File: config.mk
export PLATFORM = sky130hd
export DESIGN_NAME = bounded_min_priority_queue_unit
export DESIGN_NICKNAME = d
export VERILOG_FILES = /design/src/hw/rtl/bmpq_pkg.sv /design/src/hw/rtl/bounded_min_priority_queue_unit.sv /design/src/hw/rtl/bmpq_cell.sv
export SDC_FILE = /design/constraint.sdc
export NUM_CORES = 2
export LEC_CHECK = 0
export BUFFER_PORTS_ARGS = -buffer_cell sky130_fd_sc_hd__clkbuf_2
export CORE_UTILIZATION = 50
export DETAILED_ROUTE_END_ITERATION = 8
export PLACE_DENSITY = 0.69
export SLEW_MARGIN = 20
export SYNTH_ARGS = -nofsm -noshare
export SYNTH_HDL_FRONTEND = slang
export SYNTH_SLANG_ARGS = --single-unit
File: constraint.sdc
create_clock -name clock -period 18 [get_ports clock]
set_input_delay 2.7 -clock clock [delete_from_list [all_inputs] [get_ports clock]]
set_output_delay 2.7 -clock clock [all_outputs]
set_load 0.1 [all_outputs]
File: src/hw/rtl/bmpq_pkg.sv
package bmpq_pkg;

   localparam int DEPTH     = 16;
   localparam int TIME_BITS = 32;
   localparam int TAG_BITS  = 8;
   localparam int CNT_BITS  = $clog2(DEPTH + 1);
   localparam int CAP_BITS  = 5;
   localparam int ACT_BITS  = 2;
   localparam int STS_BITS  = 2;
   localparam int OCC_BITS  = 5;

   localparam int REQ_BITS  = ACT_BITS + TIME_BITS + TAG_BITS;
   localparam int REQ_BYTES = (REQ_BITS + 7) / 8;
   localparam int RSP_BITS  = STS_BITS + TIME_BITS + TAG_BITS + OCC_BITS;
   localparam int RSP_BYTES = (RSP_BITS + 7) / 8;

   localparam logic [ACT_BITS-1:0] ACT_ENQUEUE = 2'd0;
   localparam logic [ACT_BITS-1:0] ACT_DEQUEUE = 2'd1;

   localparam logic [STS_BITS-1:0] STS_OK    = 2'd0;
   localparam logic [STS_BITS-1:0] STS_FULL  = 2'd1;
   localparam logic [STS_BITS-1:0] STS_EMPTY = 2'd2;

   localparam logic [CAP_BITS-1:0] CAP_RESET = 5'd16;

   typedef enum logic [1:0] {
      CELL_HOLD,
      CELL_INSERT,
      CELL_REMOVE
   } cell_op_type;

   typedef struct packed {
      cell_op_type          op;
      logic [TIME_BITS-1:0] key;
      logic [TAG_BITS-1:0]  tag;
   } cell_ctl_type;

endpackage

File: src/hw/rtl/bounded_min_priority_queue_unit.sv
// Bounded min-priority queue of timed events, kept sorted in a row of cells.
// Request beats (req_*) carry an action: enqueue an event, dequeue the front
// or peek at it. Each request beat yields exactly one response beat (rsp_*)
// with a status, the front event after the action and the occupancy.
// Enqueue on a queue at its limit returns full; dequeue or peek on an empty
// queue returns empty; in both cases nothing changes. Action code three acts
// as a peek. csr_wr_en/csr_wr_data set the capacity limit (reset 16, values
// above the depth behave as the depth, zero rejects every enqueue).
// The response beat is registered and valid in the cycle after the request
// beat is accepted. Throughput: one beat per cycle while responses are taken;
// every cell compares its key with the broadcast key and loads itself, its
// left or right neighbour or the new event in the same cycle, so an action
// finishes in the cycle it is accepted. Reset empties the queue and restores
// the limit; cell contents are not cleared, only the held count marks which
// cells are live. When the receiver stalls, the response register holds its
// beat and req_tready drops until that beat is taken.
module bounded_min_priority_queue_unit (
   input  logic                                  clock,
   input  logic                                  reset,
   input  logic                                  req_tvalid,
   output logic                                  req_tready,
   // [1:0] action, [33:2] event_time, [41:34] event_tag, rest zero
   input  logic [8*bmpq_pkg::REQ_BYTES-1:0]      req_tdata,
   output logic                                  rsp_tvalid,
   input  logic                                  rsp_tready,
   // [1:0] status, [33:2] front_time, [41:34] front_tag, [46:42] occupancy
   output logic [8*bmpq_pkg::RSP_BYTES-1:0]      rsp_tdata,
   input  logic                                  csr_wr_en,
   input  logic [bmpq_pkg::CAP_BITS-1:0]         csr_wr_data
);

   localparam int D  = bmpq_pkg::DEPTH;
   localparam int TB = bmpq_pkg::TIME_BITS;
   localparam int GB = bmpq_pkg::TAG_BITS;
   localparam int CB = bmpq_pkg::CNT_BITS;

   // request fields
   logic [bmpq_pkg::ACT_BITS-1:0] req_action;
   logic [TB-1:0]                 req_key;
   logic [GB-1:0]                 req_tag;

   assign req_action = req_tdata[bmpq_pkg::ACT_BITS-1:0];
   assign req_key    = req_tdata[bmpq_pkg::ACT_BITS +: TB];
   assign req_tag    = req_tdata[bmpq_pkg::ACT_BITS + TB +: GB];

   // control state
   logic [CB-1:0]                 count_ff, count_in;
   logic [bmpq_pkg::CAP_BITS-1:0] cap_ff;
   logic                          rsp_valid_ff;
   logic [8*bmpq_pkg::RSP_BYTES-1:0] rsp_data_ff, rsp_data_in;

   logic                          req_fire;
   logic                          is_full;
   logic                          is_empty;
   logic [bmpq_pkg::STS_BITS-1:0] status;
   bmpq_pkg::cell_ctl_type        ctl;

   // cell row
   logic [D-1:0]  occ;
   logic [D-1:0]  shift;
   logic [TB-1:0] key_q   [D];
   logic [GB-1:0] tag_q   [D];
   logic [TB-1:0] nxt_key [D];
   logic [GB-1:0] nxt_tag [D];

   logic [TB-1:0] front_key;
   logic [GB-1:0] front_tag;

   assign req_tready = !rsp_valid_ff || rsp_tready;
   assign req_fire   = req_tvalid && req_tready;

   // full when at the limit or at the physical depth
   assign is_full  = (count_ff >= CB'(cap_ff)) || (count_ff >= CB'(D));
   assign is_empty = (count_ff == '0);

   always_comb begin
      ctl.key  = req_key;
      ctl.tag  = req_tag;
      ctl.op   = bmpq_pkg::CELL_HOLD;
      status   = bmpq_pkg::STS_OK;
      count_in = count_ff;
      case (req_action)
         bmpq_pkg::ACT_ENQUEUE: begin
            if (is_full) begin
               status = bmpq_pkg::STS_FULL;
            end else begin
               ctl.op   = req_fire ? bmpq_pkg::CELL_INSERT : bmpq_pkg::CELL_HOLD;
               count_in = req_fire ? count_ff + CB'(1) : count_ff;
            end
         end
         bmpq_pkg::ACT_DEQUEUE: begin
            if (is_empty) begin
               status = bmpq_pkg::STS_EMPTY;
            end else begin
               ctl.op   = req_fire ? bmpq_pkg::CELL_REMOVE : bmpq_pkg::CELL_HOLD;
               count_in = req_fire ? count_ff - CB'(1) : count_ff;
            end
         end
         default: begin
            // peek, and the spare code behaves as a peek
            if (is_empty) begin
               status = bmpq_pkg::STS_EMPTY;
            end
         end
      endcase
   end

   // the row: each cell sees its left neighbour for inserts and its right
   // neighbour for removals; the last cell just holds on a removal
   genvar gi;
   generate
      for (gi = 0; gi < D; gi++) begin : g_cell
         logic          p_shift;
         logic [TB-1:0] p_key, n_key;
         logic [GB-1:0] p_tag, n_tag;

         assign occ[gi] = (CB'(gi) < count_ff);

         if (gi == 0) begin : g_first
            assign p_shift = 1'b0;
            assign p_key   = ctl.key;
            assign p_tag   = ctl.tag;
         end else begin : g_mid
            assign p_shift = shift[gi-1];
            assign p_key   = key_q[gi-1];
            assign p_tag   = tag_q[gi-1];
         end

         if (gi == D - 1) begin : g_last
            assign n_key = key_q[gi];
            assign n_tag = tag_q[gi];
         end else begin : g_inner
            assign n_key = key_q[gi+1];
            assign n_tag = tag_q[gi+1];
         end

         bmpq_cell u_cell (
            .clock      (clock),
            .ctl        (ctl),
            .occupied   (occ[gi]),
            .prev_shift (p_shift),
            .prev_key   (p_key),
            .prev_tag   (p_tag),
            .next_key   (n_key),
            .next_tag   (n_tag),
            .shift      (shift[gi]),
            .key_q      (key_q[gi]),
            .tag_q      (tag_q[gi]),
            .nxt_key    (nxt_key[gi]),
            .nxt_tag    (nxt_tag[gi])
         );
      end
   endgenerate

   // front after the action: zero when the queue ends up empty
   assign front_key = (count_in == '0) ? '0 : nxt_key[0];
   assign front_tag = (count_in == '0) ? '0 : nxt_tag[0];

   always_comb begin
      rsp_data_in = '0;
      rsp_data_in[bmpq_pkg::STS_BITS-1:0]                 = status;
      rsp_data_in[bmpq_pkg::STS_BITS +: TB]               = front_key;
      rsp_data_in[bmpq_pkg::STS_BITS + TB +: GB]          = front_tag;
      rsp_data_in[bmpq_pkg::STS_BITS + TB + GB +: bmpq_pkg::OCC_BITS] =
         bmpq_pkg::OCC_BITS'(count_in);
   end

   always_ff @(posedge clock) begin
      if (reset) begin
         count_ff     <= '0;
         cap_ff       <= bmpq_pkg::CAP_RESET;
         rsp_valid_ff <= 1'b0;
      end else begin
         if (csr_wr_en) begin
            cap_ff <= csr_wr_data;
         end
         if (req_fire) begin
            count_ff     <= count_in;
            rsp_valid_ff <= 1'b1;
         end else if (rsp_tready) begin
            rsp_valid_ff <= 1'b0;
         end
      end
   end

   // payload: load on every accepted beat, hold otherwise
   always_ff @(posedge clock) begin
      if (req_fire) begin
         rsp_data_ff <= rsp_data_in;
      end
   end

   assign rsp_tvalid = rsp_valid_ff;
   assign rsp_tdata  = rsp_data_ff;

   // the held count never passes the number of cells
   a_count_bound : assert property (@(posedge clock) disable iff (reset)
      count_ff <= CB'(D))
      else $error("held count beyond depth");

   // a waiting response reports the occupancy now held
   a_rsp_occ : assert property (@(posedge clock) disable iff (reset)
      rsp_valid_ff |->
         rsp_data_ff[bmpq_pkg::STS_BITS + TB + GB +: bmpq_pkg::OCC_BITS]
            == bmpq_pkg::OCC_BITS'(count_ff))
      else $error("response occupancy disagrees with held count");

   // an accepted enqueue that is not full grows the queue by one
   a_enq_grows : assert property (@(posedge clock) disable iff (reset)
      (req_fire && req_action == bmpq_pkg::ACT_ENQUEUE && !is_full) |=>
         count_ff == $past(count_ff) + CB'(1))
      else $error("enqueue did not grow the queue");

   // the two front cells stay in key order
   a_front_sorted : assert property (@(posedge clock) disable iff (reset)
      (count_ff >= CB'(2)) |-> (key_q[0] <= key_q[1]))
      else $error("front cells out of order");

endmodule

File: src/hw/rtl/bmpq_cell.sv
module bmpq_cell (
   input  logic                           clock,
   input  bmpq_pkg::cell_ctl_type         ctl,
   input  logic                           occupied,
   input  logic                           prev_shift,
   input  logic [bmpq_pkg::TIME_BITS-1:0] prev_key,
   input  logic [bmpq_pkg::TAG_BITS-1:0]  prev_tag,
   input  logic [bmpq_pkg::TIME_BITS-1:0] next_key,
   input  logic [bmpq_pkg::TAG_BITS-1:0]  next_tag,
   output logic                           shift,
   output logic [bmpq_pkg::TIME_BITS-1:0] key_q,
   output logic [bmpq_pkg::TAG_BITS-1:0]  tag_q,
   output logic [bmpq_pkg::TIME_BITS-1:0] nxt_key,
   output logic [bmpq_pkg::TAG_BITS-1:0]  nxt_tag
);

   logic [bmpq_pkg::TIME_BITS-1:0] key_ff, key_in;
   logic [bmpq_pkg::TAG_BITS-1:0]  tag_ff, tag_in;
   logic                           own_later;

   // strictly later keys move back; equal keys stay ahead of the new event
   assign own_later = !occupied || (key_ff > ctl.key);
   assign shift     = occupied && (key_ff > ctl.key);

   always_comb begin
      key_in = key_ff;
      tag_in = tag_ff;
      case (ctl.op)
         bmpq_pkg::CELL_INSERT: begin
            if (prev_shift) begin
               key_in = prev_key;
               tag_in = prev_tag;
            end else if (own_later) begin
               key_in = ctl.key;
               tag_in = ctl.tag;
            end
         end
         bmpq_pkg::CELL_REMOVE: begin
            key_in = next_key;
            tag_in = next_tag;
         end
         default: begin
            key_in = key_ff;
            tag_in = tag_ff;
         end
      endcase
   end

   always_ff @(posedge clock) begin
      key_ff <= key_in;
      tag_ff <= tag_in;
   end

   assign key_q   = key_ff;
   assign tag_q   = tag_ff;
   assign nxt_key = key_in;
   assign nxt_tag = tag_in;

endmodule
==> metrics.md <==
| Metric | Value |
|---|---|
| Drt pass-1 iters | 8 |
| Via density | 7.108 |
| Reg2Reg Depth | 15 |
| Most common cell after layout, fill and taps aside | nand2_1 |
| R2r endpoint | g_cell[11].u_cell.key_q[7]$_DFFE_PP_ |
| Layout cells sized above 1 | 9.000% |
| GR Util met2 | 53.20% |
| Worst-Margin Slew | 1176 ps |
| CTS tree | built |
| R2R Path Start | count_ff[0]$_SDFFE_PP0P_ |
| Avg Cell Area, Syn | 9.813 µm² |
| Max Fclk | 0.1249 GHz |
| Design area | 0.05330 mm² |
| Number of global-route vias before repair | 42.38k |
| Most frequent cells in the layout | nand2_1, o211ai_1, edfxtp_1, ha_1, a221o_1 |
| Hpwl dp | 124.7 mm |
| Yosys warns | 0 |
| Worst slew margin | 20.89% |
| Post-Route WL | 179.9 mm |
| Switching share of total power | 30.10% |
| H-Tree Depth | 3 |
| Inserted Clock Buffers | 80 |
| Type of origin of the critical path | input port |
| Switching power | 1.382 mW |
| Postcts setup bufs | 0 |
| Clock network fraction of design power | 39.0% |
| Ys async rst share | 0% |
| Clock Skews | 37.37 ps |
| RSZ-0062 raised after global routing | no |
| Maxcap violations | 0 |
| Post-synth EDFFs | 647 |
| Nets | 5,427 |
| GR Layer Usage met3 | 6.383% |
| Global-route wire length before repair | 268.7 mm |
| HP Start | cap_ff[1]$_SDFFE_PP0P_ |
| Crit path max fanout | 95 |
| Fin crit share | 44.48% |
| Die height | 314.1 µm |
| Worst hold path type | flop to flop |
| Clock tree root buffer cell | clkbuf_16 |
| Synth Cell Area | 0.04871 mm² |
| DRT iter0 DRCs | 6,148 |
| IO buf count | 100 |
| Synth unique cells | 73 |
| Worst VDD drop | 0.00007041 V |
| Flops & latches, synth | 698 |
| Area Growth Syn to Fin | 9.416% |
| Worst hold endpoint | cap_ff[1]$_SDFFE_PP0P_ |
| R2R Setup Slk | 11,480 ps |
| DR WL/cell | 29.08 µm |
| Row count | 114 |
| Setup violators final | 0 |
| Die area | 0.09867 mm² |
| Synth top area share | 39.88% |
| Syn Nets | 5,544 |
| Required @ worst endpoint | 18,380 ps |
| Die width | 314.1 µm |
| Core Region | 0.09657 mm² |
| Post-Syn Instances | 4,964 |
| PostCTS Resize Cnt | 0 |
| Clk sink count | 698 |
| Seq/Total Area, Yosys | 41.98% |
| Critical Path AT | 8390 ps |
| Starting Density | 50.44% |
| GRT met1 Usage | 48.77% |
| Worst-Skew Late Latency | 690 ps |
| RePlAce Congestion | 0.9589 |
| IO Pins | 108 |
| Min Tclk post-route | 8007 ps |
| Leak Pwr | 20.25 nW |
| Placed cell area | 0.05046 mm² |
| WHS Path Cells | 2 |
| Drt drc | 0 |
| Synth area leader | edfxtp_1 |
| Critical path class | input port to flop |
| # hold bufs at CTS | 0 |
| P_int | 3.210 mW |
| DR vias | 43.98k |
| Hold Violations, Final | 0 |
| Setup TNS | 0 ps |
| Most used DFF post-synth | edfxtp_1 |
| Total power after layout | 4.592 mW |
| Filler Cell Count | 8,443 |
| Nature of the critical path endpoint | flop |
| CP startpoint | rsp_tready |
| Pwr dens | 86.16 mW/mm² |
| Combinational Power Share | 18.0% |
| Initial antenna violation count | 8 |
| Antenna Nets Post-Route | 0 |
| WHS | 493.7 ps |
| Dominant cells by area after synthesis | edfxtp_1, ha_1, o211ai_1 |
| Outcome | finished clean |
| Slew Limit Fails | 0 |
| Largest net degree at the start of global routing | 192 |
| Max Root-Sink Buffers | 3 |
| CTS clk-pin slew, worst paths | 50 ps |
| Total grt overflow | 0 |
| All-Layer GR Usage | 35.75% |
| Flop pwr share | 42.9% |
| GR peak layer | met2 |
| Number of diodes | 0 |
-- layout make-up --
class                           instances  area [µm²]  area share, %
Clock buffer                          101        2152          4.038
Clock inverter                         45       620.6          1.164
Inverter                              116       442.9         0.8310
Multi-Input combinational cell       3721       26510          49.73
Sequential cell                       698       20450          38.37
Tap cell                             1276        1597          2.995
Timing Repair Buffer                  230        1529          2.869
-- kinds of logic after synthesis --
family                     Yosys count  synth area share [%]
and+or+nand+nor                   1690                 16.55
AOI/OAI and AO/OA                 1464                 22.61
DFF                                698                 41.98
buffers and inverters              545                 4.438
adders and majority gates          522                 13.41
muxes                               44                 1.004
other                                1              0.007698
-- power groups by stage --
stage | Clock (mW) | Combinational (mW) | Sequential, mW
finish | 1.79 | 0.829 | 1.97
global route | 1.85 | 0.891 | 1.98
CTS | 1.79 | 0.803 | 1.97
detailed placement | 0 | 0.798 | 2.00
global placement | 0 | 0.773 | 2.00
floorplan | 0 | 0.492 | 2.03
-- flip-flops by register name, summed over array words and instances, names as in the netlist --
signal / count
count_ff: 5
g_cell.u_cell.tag_q: 128
cap_ff: 5
rsp_tvalid: 1
g_cell.u_cell.key_q: 512
rsp_tdata: 47
-- worst max path at each step --
| stage | cells after the start | end | slack, ps |
|---|---|---|---|
| after floorplan | 8 | g_cell[6].u_cell.key_q[0]$_DFFE_PP_ | 9580 |
| after global placement | 13 | g_cell[1].u_cell.key_q[7]$_DFFE_PP_ | 9570 |
| after detailed placement | 13 | g_cell[1].u_cell.key_q[7]$_DFFE_PP_ | 9490 |
| after CTS | 13 | g_cell[1].u_cell.key_q[4]$_DFFE_PP_ | 10160 |
| after global routing | 14 | g_cell[11].u_cell.key_q[4]$_DFFE_PP_ | 9670 |
| final | 14 | g_cell[11].u_cell.key_q[7]$_DFFE_PP_ | 9990 |
-- critical path, cell delays in order --
cell      delay (ps)
clkbuf_2          70
nand2b_1         220
nand2_1          210
inv_2             60
buf_4            350
nand3_1          280
ha_4             480
buf_4            640
buf_4            730
buf_4            870
buf_4            740
nor2_1           480
a22oi_1          280
o211ai_1         110
-- synth_stat cells (all sizes together) (16+ instances only) --
master,instances
nand2,849
o211ai,698
edfxtp,647
ha,522
clkbuf,381
a221o,198
a21oi,177
nor2,122
nand4,117
inv,116
nor2b,114
nand3,107
nor3,107
o21ai,92
nor3b,78
a21o,74
and2,59
dfxtp,51
buf,48
nor4,48
o311ai,42
a22oi,41
and3,41
mux2,39
a211o,24
o21a,16
-- layer usage --
metal  part of all wire, %  up-vias
met3                    11      537
met1                    39    21300
met2                    43     3011
met4                   6.6        4
li1                      -    19130
met5                 0.013        -
-- through the flow --
stage	cells	worst slack, ps	util (%)
after global placement	6039	9574	52.24
after CTS	6185	10160	55.13
after global routing	6187	9670	55.19
final	6187	9993	55.19
after detailed placement	6039	9491	52.25
after floorplan	4964	9577	-
Power figures use the tool's default switching activity.
